==> config.mk <==
export PLATFORM = sky130hd
export DESIGN_NAME = timer_heap_queue
export DESIGN_NICKNAME = d
export VERILOG_FILES = /design/src/thq_pkg.sv /design/src/thq_datapath.sv /design/src/thq_ctrl.sv /design/src/timer_heap_queue.sv
export SDC_FILE = /design/constraint.sdc
export NUM_CORES = 2
export LEC_CHECK = 0
export ABC_CLOCK_PERIOD_IN_PS = 8800
export BUFFER_PORTS_ARGS = -buffer_cell sky130_fd_sc_hd__buf_4
export CAP_MARGIN = 20
export CORE_UTILIZATION = 60
export DETAILED_ROUTE_END_ITERATION = 10
export PLACE_DENSITY = 0.76
export SLEW_MARGIN = 25
export SYNTH_ARGS = -nofsm -noshare
export SYNTH_HDL_FRONTEND = slang
export SYNTH_SLANG_ARGS = --single-unit
==> constraint.sdc <==
create_clock -name clk_i -period 8.8 [get_ports clk_i]
set_input_delay 0.88 -clock clk_i [delete_from_list [all_inputs] [get_ports clk_i]]
set_output_delay 0.88 -clock clk_i [all_outputs]
set_load 0.05 [all_outputs]
==> src/thq_pkg.sv <==
// Shared constants and types for the timer heap queue.
package thq_pkg;
  localparam int HeapDepth = 32;
  localparam int TimeWidth = 48;
  localparam int IdxW = $clog2(HeapDepth);
  localparam int CntW = $clog2(HeapDepth + 1);

  localparam logic [1:0] StatusOk      = 2'd0;
  localparam logic [1:0] StatusFull    = 2'd1;
  localparam logic [1:0] StatusExpired = 2'd2;

  localparam logic CmdSchedule = 1'b0;
  localparam logic CmdAdvance  = 1'b1;

  typedef enum logic [2:0] {
    OpNone,
    OpLoad,
    OpUpRead,
    OpUpStep,
    OpDnStart,
    OpDnRead,
    OpDnStep
  } dp_op_e;

  typedef struct packed {
    dp_op_e op;
  } dp_cmd_t;

  typedef struct packed {
    logic full;
    logic empty;
    logic top_due;
    logic done;
    logic [7:0] top_tag;
  } dp_stat_t;
endpackage

==> src/thq_datapath.sv <==
// Heap storage, count register and sift-up / sift-down datapath.
module thq_datapath (
  input  logic                   clk_i,
  input  logic                   rst_ni,
  input  thq_pkg::dp_cmd_t       cmd_i,
  input  logic [47:0]            time_value_i,
  input  logic [7:0]             timer_tag_i,
  output thq_pkg::dp_stat_t      stat_o
);
  import thq_pkg::*;

  logic [TimeWidth-1:0] mem_time [HeapDepth];
  logic [7:0]           mem_tag  [HeapDepth];

  logic [CntW-1:0]      count_q, count_d;
  logic [IdxW:0]        pos_q, pos_d;
  logic [IdxW:0]        last_q;
  logic [TimeWidth-1:0] mv_time_q, now_q;
  logic [7:0]           mv_tag_q;
  logic [TimeWidth-1:0] root_time_q;
  logic [7:0]           root_tag_q;
  // Registered reads: a (parent or left child) and b (right child).
  logic [TimeWidth-1:0] rd_a_time_q, rd_b_time_q;
  logic [7:0]           rd_a_tag_q, rd_b_tag_q;
  logic                 done_q;

  logic                 wr_en;
  logic [IdxW-1:0]      wr_idx;
  logic [TimeWidth-1:0] wr_time;
  logic [7:0]           wr_tag;
  logic [IdxW+1:0]      child;
  logic                 have_l, have_r, take_l, take_r, chose;
  logic [IdxW:0]        best;
  logic [TimeWidth-1:0] best_time;
  logic [IdxW:0]        parent;

  assign child  = {pos_q, 1'b0} + (IdxW+2)'(1);
  assign parent = (pos_q - (IdxW+1)'(1)) >> 1;
  assign have_l = child < (IdxW+2)'(count_q);
  assign have_r = (child + (IdxW+2)'(1)) < (IdxW+2)'(count_q);

  always_comb begin
    take_l    = have_l && (rd_a_time_q <= mv_time_q);
    best      = take_l ? child[IdxW:0] : '0;
    best_time = take_l ? rd_a_time_q : mv_time_q;
    take_r    = have_r && (rd_b_time_q <= best_time);
    if (take_r) best = child[IdxW:0] + (IdxW+1)'(1);
    chose     = take_l || take_r;
  end

  always_comb begin
    count_d = count_q;
    pos_d   = pos_q;
    wr_en   = 1'b0;
    wr_idx  = pos_q[IdxW-1:0];
    wr_time = mv_time_q;
    wr_tag  = mv_tag_q;
    case (cmd_i.op)
      OpLoad: pos_d = (IdxW+1)'(count_q);
      OpUpStep: begin
        if (pos_q != '0 && rd_a_time_q > mv_time_q) begin
          wr_en = 1'b1; wr_time = rd_a_time_q; wr_tag = rd_a_tag_q;
          pos_d = parent;
        end else begin
          wr_en = 1'b1;
          count_d = count_q + CntW'(1);
        end
      end
      OpDnStart: pos_d = '0;
      OpDnStep: begin
        wr_en = 1'b1;
        if (!chose || best == last_q) begin
          count_d = count_q - CntW'(1);
        end else begin
          wr_time = take_r ? rd_b_time_q : rd_a_time_q;
          wr_tag  = take_r ? rd_b_tag_q : rd_a_tag_q;
          pos_d   = best;
        end
      end
      default: ;
    endcase
  end

  always_ff @(posedge clk_i) begin
    if (wr_en) begin
      mem_time[wr_idx] <= wr_time;
      mem_tag[wr_idx]  <= wr_tag;
    end
    case (cmd_i.op)
      OpLoad: begin
        mv_time_q <= time_value_i[TimeWidth-1:0];
        mv_tag_q  <= timer_tag_i;
        now_q     <= time_value_i[TimeWidth-1:0];
      end
      OpUpRead: rd_a_time_q <= mem_time[parent[IdxW-1:0]];
      OpDnStart: begin
        mv_time_q <= mem_time[last_q[IdxW-1:0]];
        mv_tag_q  <= mem_tag[last_q[IdxW-1:0]];
      end
      OpDnRead: begin
        rd_a_time_q <= mem_time[child[IdxW-1:0]];
        rd_a_tag_q  <= mem_tag[child[IdxW-1:0]];
        rd_b_time_q <= mem_time[child[IdxW-1:0] + IdxW'(1)];
        rd_b_tag_q  <= mem_tag[child[IdxW-1:0] + IdxW'(1)];
      end
      default: ;
    endcase
    if (cmd_i.op == OpUpRead) rd_a_tag_q <= mem_tag[parent[IdxW-1:0]];
    root_time_q <= mem_time[0];
    root_tag_q  <= mem_tag[0];
  end

  always_ff @(posedge clk_i or negedge rst_ni) begin
    if (!rst_ni) begin
      count_q <= '0;
      pos_q   <= '0;
      last_q  <= '0;
      done_q  <= 1'b0;
    end else begin
      count_q <= count_d;
      pos_q   <= pos_d;
      last_q  <= (IdxW+1)'(count_q) - (IdxW+1)'(1);
      done_q  <= (cmd_i.op == OpUpStep || cmd_i.op == OpDnStep) &&
                 (count_d != count_q);
    end
  end

  assign stat_o.full    = count_q == CntW'(HeapDepth);
  assign stat_o.empty   = count_q == '0;
  assign stat_o.top_due = !(root_time_q > now_q);
  assign stat_o.top_tag = root_tag_q;
  assign stat_o.done    = done_q;
endmodule

==> src/thq_ctrl.sv <==
// Sequencer for schedule and advance transactions and the output register.
module thq_ctrl (
  input  logic                   clk_i,
  input  logic                   rst_ni,
  input  logic                   valid_i,
  output logic                   stall_o,
  input  logic                   command_i,
  output logic                   valid_o,
  input  logic                   stall_i,
  output logic [1:0]             status_o,
  output logic [7:0]             expired_tag_o,
  output logic                   last_o,
  output thq_pkg::dp_cmd_t       dp_cmd_o,
  input  thq_pkg::dp_stat_t      dp_stat_i
);
  import thq_pkg::*;

  typedef enum logic [3:0] {
    StIdle, StUpRead, StUpStep, StUpWait, StAdvWait, StAdvChk,
    StDnStart, StDnRead, StDnStep, StDnWait, StOut
  } state_e;

  state_e state_q;
  logic   valid_q;

  always_comb begin
    dp_cmd_o.op = OpNone;
    case (state_q)
      StIdle:    if (valid_i && !valid_q) dp_cmd_o.op = OpLoad;
      StUpRead:  dp_cmd_o.op = OpUpRead;
      StUpStep:  dp_cmd_o.op = OpUpStep;
      StDnStart: dp_cmd_o.op = OpDnStart;
      StDnRead:  dp_cmd_o.op = OpDnRead;
      StDnStep:  dp_cmd_o.op = OpDnStep;
      default: ;
    endcase
  end

  assign stall_o = (state_q != StIdle) || valid_q;
  assign valid_o = valid_q;

  always_ff @(posedge clk_i or negedge rst_ni) begin
    if (!rst_ni) begin
      state_q       <= StIdle;
      valid_q       <= 1'b0;
      status_o      <= StatusOk;
      expired_tag_o <= '0;
      last_o        <= 1'b0;
    end else begin
      // The advance check reloads the output register itself when it frees up.
      if (valid_q && !stall_i && state_q != StAdvChk) valid_q <= 1'b0;
      case (state_q)
        StIdle: if (valid_i && !valid_q) begin
          if (command_i == CmdAdvance) state_q <= StAdvWait;
          else if (dp_stat_i.full) begin
            valid_q <= 1'b1; status_o <= StatusFull;
            expired_tag_o <= '0; last_o <= 1'b1;
          end else state_q <= StUpRead;
        end
        StUpRead: state_q <= StUpStep;
        StUpStep: state_q <= StUpWait;
        StUpWait: begin
          if (dp_stat_i.done) begin
            valid_q <= 1'b1; status_o <= StatusOk;
            expired_tag_o <= '0; last_o <= 1'b1;
            state_q <= StIdle;
          end else state_q <= StUpRead;
        end
        StAdvWait: state_q <= StAdvChk;
        StAdvChk: begin
          if (!valid_q || !stall_i) begin
            valid_q <= 1'b1;
            if (!dp_stat_i.empty && dp_stat_i.top_due) begin
              status_o <= StatusExpired; expired_tag_o <= dp_stat_i.top_tag;
              last_o <= 1'b0; state_q <= StDnStart;
            end else begin
              status_o <= StatusOk; expired_tag_o <= '0;
              last_o <= 1'b1; state_q <= StIdle;
            end
          end
        end
        StDnStart: state_q <= StDnRead;
        StDnRead:  state_q <= StDnStep;
        StDnStep:  state_q <= StDnWait;
        StDnWait: state_q <= dp_stat_i.done ? StOut : StDnRead;
        StOut: state_q <= StAdvWait;
        default: state_q <= StIdle;
      endcase
    end
  end
endmodule

==> src/timer_heap_queue.sv <==
// Top level of the timer heap queue.
// Timer queue held as a 32-entry binary min-heap on 48-bit expiry ticks. A
// schedule transaction inserts and sifts up, taking per level the steps read
// parent, compare and move, and settle; a full heap gives one rejected result
// at once. An advance transaction gives one expired result per due timer,
// each followed by a sift-down that visits one to five heap levels, and
// closes with a done result; a result may wait in the output register until
// it is taken. The heap memory reads are registered, and a waiting result
// holds off the next transaction.
module timer_heap_queue (
  input  logic        clk_i,
  input  logic        rst_ni,
  input  logic        valid_i,
  output logic        stall_o,
  input  logic        command_i,
  input  logic [47:0] time_value_i,
  input  logic [7:0]  timer_tag_i,
  output logic        valid_o,
  input  logic        stall_i,
  output logic [1:0]  status_o,
  output logic [7:0]  expired_tag_o,
  output logic        last_o
);
  import thq_pkg::*;

  dp_cmd_t  dp_cmd;
  dp_stat_t dp_stat;

  thq_ctrl u_ctrl (
    .clk_i, .rst_ni, .valid_i, .stall_o, .command_i, .valid_o, .stall_i,
    .status_o, .expired_tag_o, .last_o,
    .dp_cmd_o(dp_cmd), .dp_stat_i(dp_stat)
  );

  thq_datapath u_dp (
    .clk_i, .rst_ni, .cmd_i(dp_cmd), .time_value_i, .timer_tag_i,
    .stat_o(dp_stat)
  );
endmodule

==> key figures <==
Synthesis
  – Synth Area per Inst: roughly 20 um2
  – Most used DFF post-synth: edfxtp_1
  – Mapped Area: 111000 um2
  – Yosys reg bits: approximately 2.1k
  – Post-Syn Nets: around 5.8k
  – Syn Inst Count: 5536
  – Yosys synthesis warning count: 0
  – Sequential area share after synthesis: between 50% and 60%
  – Ys async rst share: 1.67%
  – Netlist cell types: 71
  – Post-synth EDFFs: 2008

Worst setup path
  – R2R Setup Slk: roughly 0.13 ns
  – Reg2reg path depth: 23
  – Worst r2r dst: u_dp.mem_time[17][19]$_DFFE_PP_
  – Crit Path Class: reg -> reg
  – Crit path capture type: flip-flop
  – Worst setup SP type: flip-flop
  – WP data arrival: 9.21 ns
  – R2R Path Start: u_dp.rd_a_time_q[15]$_DFFE_PP_
  – CP max FO: 32
  – Critical path required time: 9.34 ns

Timing
  – Final setup viols: 0
  – Max Clock Skew: about 0.036 ns
  – Max frequency: 0.115 GHz
  – Hold Fails Final Rpt: 0
  – Slew @ Worst Pin: around 1.2 ns
  – Tmin final: 8.67 ns
  – Max Transition Viols Final: 0
  – RSZ-0062 raised after global routing: false
  – Final WS setup: approximately 0.13 ns
  – Part of the cycle the worst path needs: a little over nine tenths
  – Max transition margin: 21.6%
  – Setup TNS: 0 ns

Min path
  – WHS Path Cells: 1
  – Hold Path Class: in -> reg
  – Hold_sp: time_value_i[38]
  – Worst Hold Path EP: u_dp.now_q[38]$_DFFE_PN_

Place
  – Final RePlAce weighted congestion: 0.890
  – Placement-stage cell area: around 110000 um2
  – Port Buffers: 73
  – Place WS: approximately 0.11 ns
  – DP Wirelength: 188 mm
  – Placed cells: ~8k

Detailed routing
  – Avg WL per Cell: roughly 42 um
  – Via count: ~67k
  – DRC viols: 0
  – Antenna viol nets, final: 0
  – First-pass DRT Iterations: 8
  – Initial DRC Count: 12.1k
  – Final WL: 346 mm
  – Vias per cell: roughly 8

Power and ir drop
  – Combinational share of power: about half
  – Clock share of power: about a fifth
  – Pint: roughly 30 mW
  – Reg power frac: 28.8%
  – Switching power: between 15 and 20 mW
  – Switching part of the total: 36.5%
  – Worst IR Drop VDD: between 0.4 and 0.5 mV
  – Lkg Pwr: between 30 and 40 nW
  – Power Dens Cells: between 300 and 400 nW/um2

Clocking
  – CTS Root Buffer Type: clkbuf_16
  – Clock transition at path regs: ~0.060 ns
  – CTS tree: done
  – H-tree levels: 4
  – Clk buf depth: 3
  – Worst skew pair latency: ~0.90 ns
  – TritonCTS Sinks: 2099
  – CTS Buf Count: around 210

Layout
  – Final nets: between 5k and 6k
  – Share of post-route cells with drive strength above 1: 41.4%
  – Commonest non-fill, non-tap cells in the layout: edfxtp_1, mux4_2, clkbuf_16
  – Area of the multi-input gates: between 40000 and 50000 um2
  – Commonest non-fill, non-tap cell in the layout: edfxtp_1
  – Final Cell Area: between 100000 and 150000 um2
  – Filler cells: 11.5k
  – Fin util: around 66%
  – Final non-filler cell total: between 8k and 9k
  – FF+latch area: roughly 62000 um2
  – Synth-to-layout area growth: 9.88%

Floorplan
  – Core region area: 183000 um2
  – Starting Density: around three fifths
  – Die area: 187000 um2
  – I/O Pins: between 70 and 80
  – FP Rows: between 150 and 200
  – Die width: roughly 430 um
  – Height of the die: 432 um

Global routing
  – Gr usage total: 37.8%
  – Vias in the first global route: ~67k
  – Global-route wire length before repair: around 490 mm
  – Congestion Overflow GR: 0
  – Largest net degree at the start of global routing: around 140
  – Initial antenna violation count: 6

Flow run
  – Max Cap Violations: 0

Status
  – Status: complete, no violations
## worst max path at each step
stage	slack, ns	startpoint	cells after the start	end
final	0.13	u_dp.rd_a_time_q[15]$_DFFE_PP_	23	u_dp.mem_time[17][19]$_DFFE_PP_
after global routing	0.04	u_dp.rd_a_time_q[15]$_DFFE_PP_	23	u_dp.mem_time[3][19]$_DFFE_PP_
after CTS	0.04	u_dp.rd_a_time_q[15]$_DFFE_PP_	24	u_dp.mem_time[16][20]$_DFFE_PP_
after detailed placement	0.11	u_dp.rd_a_time_q[15]$_DFFE_PP_	24	u_dp.mem_time[22][16]$_DFFE_PP_
after global placement	0.24	u_dp.rd_a_time_q[13]$_DFFE_PP_	21	u_dp.mem_time[20][18]$_DFFE_PP_
after floorplan	0.70	u_dp.pos_q[0]$_DFFE_PN0P_	29	u_dp.mem_tag[0][5]$_DFFE_PP_
## cells in the mapped netlist (all sizes together) (12+ instances only)
cell type | instances | area share [%]
buf | 173 | 0.60
nand2b | 16 | 0.090
edfxtp | 2008 | 54
a21o | 20 | 0.14
mux2i | 164 | 1.5
dfxtp | 56 | 1.0
dfrtp | 35 | 0.79
or4 | 12 | 0.081
nand2 | 70 | 0.24
nor2b | 14 | 0.079
nor2 | 178 | 0.60
a21oi | 174 | 0.79
inv | 121 | 0.41
o21ai | 32 | 0.14
nand4 | 40 | 0.23
ha | 161 | 1.8
mux4 | 1680 | 34
a221o | 35 | 0.32
nand3 | 41 | 0.19
nor3 | 45 | 0.21
xnor2 | 15 | 0.12
clkbuf | 286 | 0.97
or3 | 31 | 0.17
o21a | 13 | 0.088
o221a | 24 | 0.24
## critical path, cell delays in order, from the launching register on
cell,delay (ns)
edfxtp_1,0.43
ha_1,0.35
nand4_1,0.43
a211oi_1,0.67
or4b_1,0.32
a211oi_1,0.10
buf_4,0.17
nand2_4,0.17
buf_4,0.55
mux2i_1,0.27
ha_1,0.28
a21oi_1,0.16
o21ai_0,0.11
buf_4,0.16
a221oi_1,0.69
nor3_1,0.14
o41ai_2,0.43
nand2_2,0.27
a21boi_1,0.23
nor4_4,0.49
nand2_1,0.22
a31o_2,0.61
buf_12,0.33
a221o_2,0.65
## sequential cells by signal (all words and copies together), names as in the netlist
register	cells
u_dp.now_q	48
u_dp.last_q	6
u_dp.root_time_q	48
u_dp.done_q	1
u_ctrl.valid_o	1
u_dp.rd_b_tag_q	8
u_dp.rd_b_time_q	48
u_dp.mv_tag_q	8
u_dp.rd_a_tag_q	8
u_dp.count_q	6
u_ctrl.status_o	2
u_ctrl.last_o	1
u_ctrl.expired_tag_o	8
u_dp.mem_time	1536
u_ctrl.state_q	4
u_dp.mem_tag	256
u_dp.pos_q	6
u_dp.root_tag_q	8
u_dp.rd_a_time_q	48
u_dp.mv_time_q	48
## what timing repair did
item                                   CTS  global route
buffers inserted                         0             0
hold buffers                             1             0
endpoints found under the hold margin   35             0
setup endpoints to repair                0          1472
resized for setup                        0            27
## cell families after synthesis
| group | synth area share [%] |
|---|---|
| buffers and inverters | 1.98 |
| muxes | 35.6 |
| and+or+nand+nor | 2.11 |
| DFF | 56.2 |
| AOI/OAI and AO/OA | 2.11 |
| xor gates and xnor gates | 0.174 |
| adders and majority gates | 1.82 |
## metrics by stage
step | hold slack [ns] | total power, mW
floorplan | 0.377 | 31.4
finish | 0.169 | 47.2
global route | 0.156 | 48.7
global placement | 0.401 | 37.7
detailed placement | 0.410 | 37.8
CTS | 0.142 | 46.9
## power by group through the flow
stage	sequential, mW	clock, mW	combinational [mW]
global route	13.6	9.51	25.6
finish	13.6	9.12	24.5
detailed placement	13.8	0	24.0
global placement	13.8	0	23.9
floorplan	13.5	0	17.9
CTS	13.6	9.13	24.2
## layout make-up
type / count / share of cell area (%)
clock inverter: 121 / 0.966
antenna: 6 / 0.0123
clock buffer: 279 / 4.74
tap: 2464 / 2.53
multi-input combinational: 2857 / 38.5
inverter: 121 / 0.382
timing repair buffer: 229 / 1.76
sequential: 2099 / 51.1
## routing by layer
layer	wire, um	track usage (%)
met5	0	0
met4	21300	20.2
met3	53100	11.8
met2	158000	55.5
met1	114000	51.4
Note: power is estimated with default switching activity, not from simulation.
